`src/design/blpg_pkg.sv`:
```
// Package for the Bresenham line pixel generator.
// Holds coordinate widths, operation codes, item structs and the line state type.
// No dependencies.
package blpg_pkg;

  localparam int COORD_BITS = 12;
  // error stays within about [-2*max, 2*max] of a coordinate difference
  localparam int ERR_BITS   = COORD_BITS + 3;
  localparam int COLOR_BITS = 32;

  localparam logic OP_START   = 1'b0;
  localparam logic OP_ADVANCE = 1'b1;

  typedef logic [COORD_BITS-1:0] coord_t;

  typedef struct packed {
    logic                  operation;
    coord_t                x_start;
    coord_t                y_start;
    coord_t                x_end;
    coord_t                y_end;
    logic [COLOR_BITS-1:0] line_color;
  } in_item_t;

  typedef struct packed {
    logic                  pixel_valid;
    coord_t                pixel_x;
    coord_t                pixel_y;
    logic [COLOR_BITS-1:0] pixel_color;
    logic                  last_pixel;
  } out_item_t;

  typedef struct packed {
    coord_t                cur_x;
    coord_t                cur_y;
    coord_t                major_stop;
    logic [ERR_BITS-1:0]   error_term;
    coord_t                abs_dx;
    coord_t                abs_dy;
    logic                  y_major;
    logic                  minor_increments;
    logic [COLOR_BITS-1:0] held_color;
    logic                  line_active;
  } line_state_t;

endpackage

```
`src/design/blpg_step.sv`:
```
// Step logic of the line generator: line setup on start, one Bresenham
// step on advance, and the pixel result. Purely combinational.
// Depends on blpg_pkg.
module blpg_step (
  input  blpg_pkg::in_item_t    item_i,
  input  blpg_pkg::line_state_t state_i,
  output blpg_pkg::line_state_t state_o,
  output blpg_pkg::out_item_t   result_o
);
  import blpg_pkg::*;

  logic signed [COORD_BITS:0]   dx, dy, diff_step;
  coord_t                       adx, ady;
  logic                         dx_neg, dy_neg;
  logic signed [ERR_BITS-1:0]   err;
  line_state_t                  nxt;
  coord_t                       major;
  logic                         last;
  logic                         emit;

  assign dx     = $signed({1'b0, item_i.x_end}) - $signed({1'b0, item_i.x_start});
  assign dy     = $signed({1'b0, item_i.y_end}) - $signed({1'b0, item_i.y_start});
  assign dx_neg = dx[COORD_BITS];
  assign dy_neg = dy[COORD_BITS];
  assign adx    = dx_neg ? COORD_BITS'(-dx) : dx[COORD_BITS-1:0];
  assign ady    = dy_neg ? COORD_BITS'(-dy) : dy[COORD_BITS-1:0];
  assign err    = $signed(state_i.error_term);

  // minor delta - major delta for the diagonal step, doubled where it is added, sign kept in the top bit
  assign diff_step = state_i.y_major
                   ? $signed({1'b0, state_i.abs_dx}) - $signed({1'b0, state_i.abs_dy})
                   : $signed({1'b0, state_i.abs_dy}) - $signed({1'b0, state_i.abs_dx});

  always_comb begin
    nxt = state_i;
    case (item_i.operation)
      OP_START: begin
        nxt.abs_dx           = adx;
        nxt.abs_dy           = ady;
        nxt.minor_increments = (dx_neg && dy_neg) ||
                               (!dx_neg && dx != '0 && !dy_neg && dy != '0);
        nxt.held_color       = item_i.line_color;
        nxt.line_active      = 1'b1;
        if (ady <= adx) begin
          nxt.y_major = 1'b0;
          if (!dx_neg) begin
            nxt.cur_x = item_i.x_start; nxt.cur_y = item_i.y_start;
            nxt.major_stop = item_i.x_end;
          end else begin
            nxt.cur_x = item_i.x_end; nxt.cur_y = item_i.y_end;
            nxt.major_stop = item_i.x_start;
          end
          nxt.error_term = {2'b00, ady, 1'b0} - {3'b000, adx};
        end else begin
          nxt.y_major = 1'b1;
          if (!dy_neg) begin
            nxt.cur_x = item_i.x_start; nxt.cur_y = item_i.y_start;
            nxt.major_stop = item_i.y_end;
          end else begin
            nxt.cur_x = item_i.x_end; nxt.cur_y = item_i.y_end;
            nxt.major_stop = item_i.y_start;
          end
          nxt.error_term = {2'b00, adx, 1'b0} - {3'b000, ady};
        end
      end
      OP_ADVANCE: begin
        if (state_i.line_active) begin
          if (!state_i.y_major) begin
            nxt.cur_x = state_i.cur_x + 1'b1;
            if (err < 0) begin
              nxt.error_term = state_i.error_term + {2'b00, state_i.abs_dy, 1'b0};
            end else begin
              nxt.cur_y = state_i.minor_increments ? state_i.cur_y + 1'b1
                                                   : state_i.cur_y - 1'b1;
              nxt.error_term = state_i.error_term +
                               {diff_step[COORD_BITS], diff_step, 1'b0};
            end
          end else begin
            nxt.cur_y = state_i.cur_y + 1'b1;
            if (err <= 0) begin
              nxt.error_term = state_i.error_term + {2'b00, state_i.abs_dx, 1'b0};
            end else begin
              nxt.cur_x = state_i.minor_increments ? state_i.cur_x + 1'b1
                                                   : state_i.cur_x - 1'b1;
              nxt.error_term = state_i.error_term +
                               {diff_step[COORD_BITS], diff_step, 1'b0};
            end
          end
        end
      end
      default: begin
        nxt = state_i;
      end
    endcase
  end

  // a pixel comes out on start, or on advance while a line is running
  assign emit  = (item_i.operation == OP_START) || state_i.line_active;
  assign major = nxt.y_major ? nxt.cur_y : nxt.cur_x;
  assign last  = (major == nxt.major_stop);

  always_comb begin
    state_o = nxt;
    if (emit) begin
      state_o.line_active = !last;
    end
  end

  always_comb begin
    result_o = '0;
    if (emit) begin
      result_o.pixel_valid = 1'b1;
      result_o.pixel_x     = nxt.cur_x;
      result_o.pixel_y     = nxt.cur_y;
      result_o.pixel_color = nxt.held_color;
      result_o.last_pixel  = last;
    end
  end

endmodule

```
`src/design/bresenham_line_pixel_generator_unit.sv`:
```
// Bresenham line pixel generator, top level.
// Pipeline: an accepted item is held in the input register, blpg_step works on it
// combinationally, and its pixel is held in the result register. Throughput: one item per
// cycle unless the output stalls; the line state loop closes through one error add/compare.
// Reset: asynchronous, clears both pipeline valids and all line state (no line active).
// Depends on blpg_pkg and blpg_step.
module bresenham_line_pixel_generator_unit (
  input  logic                clk_i,
  input  logic                rst_ni,
  input  logic                in_valid_i,
  output logic                in_ready_o,
  input  blpg_pkg::in_item_t  in_item_i,
  output logic                out_valid_o,
  input  logic                out_ready_i,
  output blpg_pkg::out_item_t out_item_o
);
  import blpg_pkg::*;

  logic        in_valid_q;
  in_item_t    in_q;
  logic        out_valid_q;
  out_item_t   out_q;
  line_state_t state_q, state_d;
  out_item_t   result;
  logic        out_free, fire;

  assign out_free   = !out_valid_q || out_ready_i;
  assign fire       = in_valid_q && out_free;
  assign in_ready_o = !in_valid_q || fire;

  blpg_step u_step (
    .item_i   (in_q),
    .state_i  (state_q),
    .state_o  (state_d),
    .result_o (result)
  );

  always_ff @(posedge clk_i or negedge rst_ni) begin
    if (!rst_ni) begin
      in_valid_q  <= 1'b0;
      out_valid_q <= 1'b0;
      state_q     <= '0;
    end else begin
      if (in_ready_o) begin
        in_valid_q <= in_valid_i;
      end
      if (out_free) begin
        out_valid_q <= in_valid_q;
      end
      if (fire) begin
        state_q <= state_d;
      end
    end
  end

  always_ff @(posedge clk_i) begin
    if (in_valid_i && in_ready_o) begin
      in_q <= in_item_i;
    end
    if (fire) begin
      out_q <= result;
    end
  end

  assign out_valid_o = out_valid_q;
  assign out_item_o  = out_q;

endmodule

```
`config.mk`:
```
export PLATFORM = sky130hd
export DESIGN_NAME = bresenham_line_pixel_generator_unit
export DESIGN_NICKNAME = d
export VERILOG_FILES = /design/src/design/blpg_pkg.sv /design/src/design/blpg_step.sv /design/src/design/bresenham_line_pixel_generator_unit.sv
export SDC_FILE = /design/constraint.sdc
export NUM_CORES = 1
export LEC_CHECK = 0
export ABC_AREA = 1
export ABC_CLOCK_PERIOD_IN_PS = 6800
export BUFFER_PORTS_ARGS = -buffer_cell sky130_fd_sc_hd__buf_2
export CAP_MARGIN = 20
export CELL_PAD_IN_SITES_DETAIL_PLACEMENT = 0
export CELL_PAD_IN_SITES_GLOBAL_PLACEMENT = 1
export CORE_MARGIN = 2
export CORE_UTILIZATION = 30
export DETAILED_ROUTE_END_ITERATION = 10
export PLACE_DENSITY = 0.63
export SLEW_MARGIN = 20
export SYNTH_ARGS = -nofsm -noshare
export SYNTH_HDL_FRONTEND = slang
export SYNTH_SLANG_ARGS = --single-unit
```
`constraint.sdc`:
```
create_clock -name clk_i -period 6.8 [get_ports clk_i]
set_input_delay 1.36 -clock clk_i [delete_from_list [all_inputs] [get_ports clk_i]]
set_output_delay 1.36 -clock clk_i [all_outputs]
set_load 0.005 [all_outputs]
```
# [Yosys cells after proc, flatten, opt, wreduce, memory -nomap -nowiden]
# Cells that the tools add are included.
[word_totals] regBits=251
[op_classes] reduce_logical=20 n_mux=24 addsub=15 eq_ne=3 bitwise=1 order_cmp=3
[ops] cell="$mux 12" count=8
[ops] cell="$mux 36" count=2
[ops] cell="$mux 15" count=4
[ops] cell="$mux 58" count=1
[ops] cell="$sub 12x12->13" count=4
[ops] cell="$mux 51" count=1
[ops] cell="$mux 24" count=2
[ops] cell="$pmux 24 s2" count=1
[ops] cell="$mux 35" count=1
[ops] cell="$add 15x13->15" count=2
[ops] cell="$pmux 15 s2" count=1
[ops] cell="$sub 13x12->14" count=2
[ops] cell="$reduce_bool 13->1" count=2
[ops] cell="$add 12x1->12 const B" count=2
[ops] cell="$neg 12->12" count=2
[ops] cell="$sub 12x1->12 const B" count=2
[ops] cell="$add 15x15->15" count=1
[ops] cell="$le 15x1->1 const B" count=1
[ops] cell="$lt 15x1->1 const B" count=1
[ops] cell="$mux 13" count=1
[ops] cell="$eq 12x12->1" count=1
[ops] cell="$le 12x12->1" count=1
[ops] cell="$logic_and 1x1->1" count=6
[ops] cell="$reduce_and 2->1" count=3
[ops] cell="5 further kinds" count=14

# [Longest topological paths before layout]
[logic_depth] depth_word=11 mapped_depth=38 depth_no_buf=37

# [Cells and area by module]
# Synthesis repeated with hierarchy kept, for this count alone.
[unflattened] cells_unflattened=2730 area_unflattened_um2=19393.6
[modules_own_cells] mod="blpg_step" instances=1 cells_per_inst=2104 seq_area_each_um2=0.0 area_each_um2=10807.9
[modules_own_cells] mod="bresenham_line_pixel_generator_unit" instances=1 cells_per_inst=626 seq_area_each_um2=6976.7 area_each_um2=8585.7

# [Least setup slack after synthesis]
# OpenSTA, ideal clock, no wires.
[synth_timing] kind="flip-flop to flip-flop" start="reg in_q[32] (netlist name)" end="reg state_q[0] (netlist name)" arrival_ns=4.806 slack_ns=1.879 period_less_slack_ns=4.921 required_time_ns=6.685 stages_incl_launch_ff=35 path_cell_list="edfxtp_1 inv_1 ha_1 inv_1 fa_1 nand3_1 nand2_2 nand3_1 and3_1 buf_2 inv_1 clkbuf_1 o21ai_0 inv_1 ha_1 a21oi_1 o21ai_0 a21oi_1 or2_2 a21oi_1 nand3b_1 nand3_4 nand2_8 buf_6 nand2_1 nand3_1 nand3_1 nand3_1 nand2_1 nor2_1 nand2_1 nor2_2 nand3_1 nand2_1 inv_1"
[synth_between] elab_chain_len=10 elab_cells_between_ends=15 classes_between="add/sub: 2; order compare: 1; eq/ne: 1; mux: 10; reduce/logical: 1"
[synth_lines] element="from (decl)" line_no="bresenham_line_pixel_generator_unit.sv:20" rtl="in_item_t in_q;"
[synth_lines] element="from (signal assigned)" line_no="bresenham_line_pixel_generator_unit.sv:58" rtl="in_q <= in_item_i;"
[synth_lines] element="$sub 12x12->13 (*)" line_no="blpg_step.sv:22" rtl="assign dy = $signed({1'b0, item_i.y_end}) - $signed({1'b0, item_i.y_start});"
[synth_lines] element="$neg 12->12" line_no="blpg_step.sv:26" rtl="assign ady = dy_neg ? COORD_BITS'(-dy) : dy[COORD_BITS-1:0];"
[synth_lines] element="$mux 12 (*)" line_no="blpg_step.sv:26"
[synth_lines] element="via u_step.ady[1]" line_no="blpg_step.sv:13" rtl="coord_t adx, ady;"
[synth_lines] element="$le 12x12->1 (*)" line_no="blpg_step.sv:44" rtl="if (ady <= adx) begin"
[synth_lines] element="$mux 51 or $mux 1 (tied branches)" line_no="blpg_step.sv:44"
[synth_lines] element="$pmux 24 s2 or $mux 35 (tied branches)" line_no="blpg_step.sv:36" rtl="case (item_i.operation)"
[synth_lines] element="$mux 12" line_no="blpg_step.sv:99" rtl="assign major = nxt.y_major ? nxt.cur_y : nxt.cur_x;"
[synth_lines] element="$eq 12x12->1 (*)" line_no="blpg_step.sv:100" rtl="assign last = (major == nxt.major_stop);"
[synth_lines] element="$logic_not 1->1 (*)" line_no="blpg_step.sv:105" rtl="state_o.line_active = !last;"
[synth_lines] element="$mux 1 (*)" line_no="blpg_step.sv:104" rtl="if (emit) begin"
[synth_lines] element="to (signal assigned)" line_no="bresenham_line_pixel_generator_unit.sv:51" rtl="state_q <= state_d;"
[synth_lines] element="to (decl)" line_no="bresenham_line_pixel_generator_unit.sv:23" rtl="line_state_t state_q, state_d;"
# The timed path passes the listed nets; every way through them passes the cells marked *. The select of a mux whose other input is x is not followed.
# A chain may end at the register's enable or synchronous reset.

# [Worst setup path in the final report]
# Same ends and word-level chain as after synthesis.

==> impl_metrics.csv <==
group,metric,value,unit
outcome,status,"finished, final reports clean",
power,ir_drop,219.6,uV
power,power.density,498.6,mW/mm^2
logic_synthesis,synth.avg_cell_area,7.611,sq um
finish,area_delta_synth_final,13.40,%
sta,finalCriticalPeriod,6235,ps
critical_path,timing.rr.end,"state_q[0]",
clock_tree,cts_tree,"done",
logic_synthesis,synth_edf_count,139,
sta,relSlewSlack,27.09,%
clock_tree,clock_path_buffers,3,
floorplanning,dieArea,0.06313,sq mm
critical_path,r2r_cells,32,
critical_path,ff2ff_setup_slack,560,ps
critical_path,cp_data_arrival_time,6740,ps
sta,setup_violations,0,
drt,wl_per_cell,18.80,microns
critical_path,critPathMaxStageDelay,480,ps
global_routing,grt_max_degree,91,
sta,rsz0062_at_grt,"false",
clock_tree,clk_latency,610,ps
logic_synthesis,synthArstFlopShare,44.62,%
sta,drv_slew,0,
power,leakage,9.895,nW
drt,viasPerCell,5.021,
finish,final_net_count,2732,
floorplanning,core.rowCount,90,
floorplanning,ios,145,
critical_path,rr_startpoint,"in_q[32]",
job,drv_cap,0,
drt,drt_iter0_drc,1380,
clock_tree,cts_made_buffers,30,
global_routing,grt_pass1_vias,16109,
clock_tree,clockRootBuffer,"clkbuf_16",
critical_path,end_kind,"flop",
place,dp.cells,3263,
finish,diodes,0,
clock_tree,holdBufCountCts,0,
logic_synthesis,yosysWarnings,0,
clock_tree,cts.sinks,251,
finish,layoutNonFillerInstCount,3322,
drt,dr.pass1.iters,6,
clock_tree,h-tree-depth,1,
sta,holdWs,481.5,ps
worst_hold_path,worstHoldStart,"state_q[84]",
global_routing,antenna_found_initial,0,
global_routing,grt_pass1_wl,94880,microns
floorplanning,dieWidth,251.3,microns
sta,finClkSkew,21.54,ps
critical_path,path_class,"flop to flop",
clock_tree,cts_resized,0,
floorplanning,initial_core_util,30.39,%
drt,routed_wl,62440,microns
sta,fin_tns_setup,0,ps
place,place_congestion,0.8741,
global_routing,track_usage,19.35,%
logic_synthesis,synth_seq_cells,251,
worst_hold_path,hold_path.class,"flop to flop",
place,dp_hpwl,46900,microns
global_routing,grt-ovfl-total,0,
logic_synthesis,synth_ff_type,"edfxtp_1",
logic_synthesis,yosysUniqueCellTypes,60,
clock_tree,cts_setup_buffers,0,
drt,vias,16681,
critical_path,crit_path_start_kind,"flop",
finish,layout_commonest_cell,"nand2_1",
worst_hold_path,hold_depth,2,
critical_path,cpMaxStageDelayCell,"fa_1",
critical_path,cp_max_fo,74,
sta,finalHoldViolations,0,
logic_synthesis,mappedNetlistNets,2626,
place,io_buffers,144,
sta,clock.fmax,160.4,MHz
logic_synthesis,yosysSeqAreaShare,38.04,%
finish,mostFrequentLayoutCells,"594 x nand2_1, 278 x inv_1, 262 x o21ai_0, 184 x nand3_1, 183 x nor2_1",
sta,finalCritPeriodShare,91.70,%
clock_tree,clk_pin_slew,70,ps
worst_hold_path,hold_path_end,"state_q[84]",
critical_path,required,7310,ps
finish,drive_above_1_share,10.51,%
logic_synthesis,synthesis.area,0.01834,sq mm
sta,tightest_slew,1094,ps
floorplanning,coreArea,0.06036,sq mm
logic_synthesis,synthCells,2410,
drt,drcViolationCount,0,
floorplanning,die_height,251.3,microns
drt,antenna_left,0,
power,p_total,10.37,mW
cell usage after synthesis, types with 4 or more instances:
library cell  number  area, sq um
nand2_1          595         2233
a22oi_1            4        30.03
nor2_2             4        25.02
nor4_1             4        25.02
o22ai_1            8        50.05
a211oi_1          12        90.09
o21ai_1            8        40.04
buf_1              7        26.28
or2_2             11        68.82
o31ai_1            4        30.03
a31oi_1            7        43.79
ha_1             122         1526
clkbuf_1          67        251.5
nor3_1            17        85.08
buf_6              5        56.30
fa_1               9        180.2
o211ai_1          10        75.07
mux2i_1           32        320.3
nor2_1           184        690.7
buf_2             12        60.06
a41oi_1            4        35.03
dfrtp_1          112         2803
clkinv_1           6        22.52
nand3_1          185        925.9
o311ai_0           4        35.03
inv_1            281         1055
xnor2_1           16        140.1
a21oi_1          114        570.6
nand3_2            4        40.04
nand2_2           13        81.33
o221ai_1           8        70.07
inv_2              5        18.77
o21bai_1          11        82.58
nand4_1           12        75.07
edfxtp_1         139         4174
xor2_1            59        516.8
nand3b_1          13        97.59
o21ai_0          263         1316
metrics by stage:
step | setup WS (ps) | cell area (sq um) | utilization (%)
5_1_grt | 37.97 | 20800 | 34.46
4_1_cts | 239.3 | 20760 | 34.39
3_3_place_gp | 369.4 | 19800 | 32.80
3_5_place_dp | 230.2 | 19800 | 32.80
6_report | 564.7 | 20800 | 34.46
2_1_floorplan | 1879 | 18340 | -
logic make-up (layout without fill, tap and decap cells):
group / count (synthesis) / count (layout) / synth area share (%)
flip-flops: 251 / 251 / 38.04
adder cells (fa/ha/maj): 131 / 131 / 9.305
XOR/XNOR: 75 / 75 / 3.581
AO/OA/AOI/OAI: 487 / 487 / 14.93
buffers and inverters: 385 / 512 / 8.247
AND/OR/NAND/NOR: 1049 / 1052 / 24.15
multiplexers: 32 / 32 / 1.746
power breakdown:
group / leakage, nW / internal, mW / switching [mW]
combinational: 6.72 / 2.21 / 4.03
clock: 0.457 / 0.875 / 0.725
sequential: 2.72 / 2.09 / 0.448
total: 9.89 / 5.17 / 5.20
final cells by class:
class                      instances  area (sq um)
fill                            6396         39560
multi-input combinational       1777          9906
sequential                       251          6977
inverter                         292          1097
tap                              782         978.4
timing repair buffer             164         880.8
clock buffer                      38         790.8
clock inverter                    18         170.2
registers in the layout (all words and copies together), names as in the netlist:
| name | flops |
|---|---|
| in_valid_q | 1 |
| out_item_o | 58 |
| in_q | 81 |
| out_valid_o | 1 |
| state_q | 110 |
critical path: cells and delay by family, from the launching register on:
family	cells	cell delay [ps]
compound gates	4	680
xor+xnor	1	280
fa+ha+maj	3	950
buf+inv	6	1000
flops	1	350
simple gates	18	2830
layer usage:
metal | global-route usage, % | part of all wire [%]
met5 | 0 | 0
met1 | 26.57 | 46
met2 | 31.67 | 46
met4 | 5.323 | 2.5
met3 | 2.910 | 5.4
worst max-delay path by stage:
stage                     startpoint             to  slack [ps]
final                       in_q[32]     state_q[0]         560
after global routing        in_q[32]     state_q[0]          40
after CTS                   in_q[32]  out_item_o[0]         240
after detailed placement    in_q[32]  out_item_o[0]         230
after global placement      in_q[32]     state_q[0]         370
after floorplan             in_q[32]     state_q[0]        1880
(Power assumes the default switching activity.)
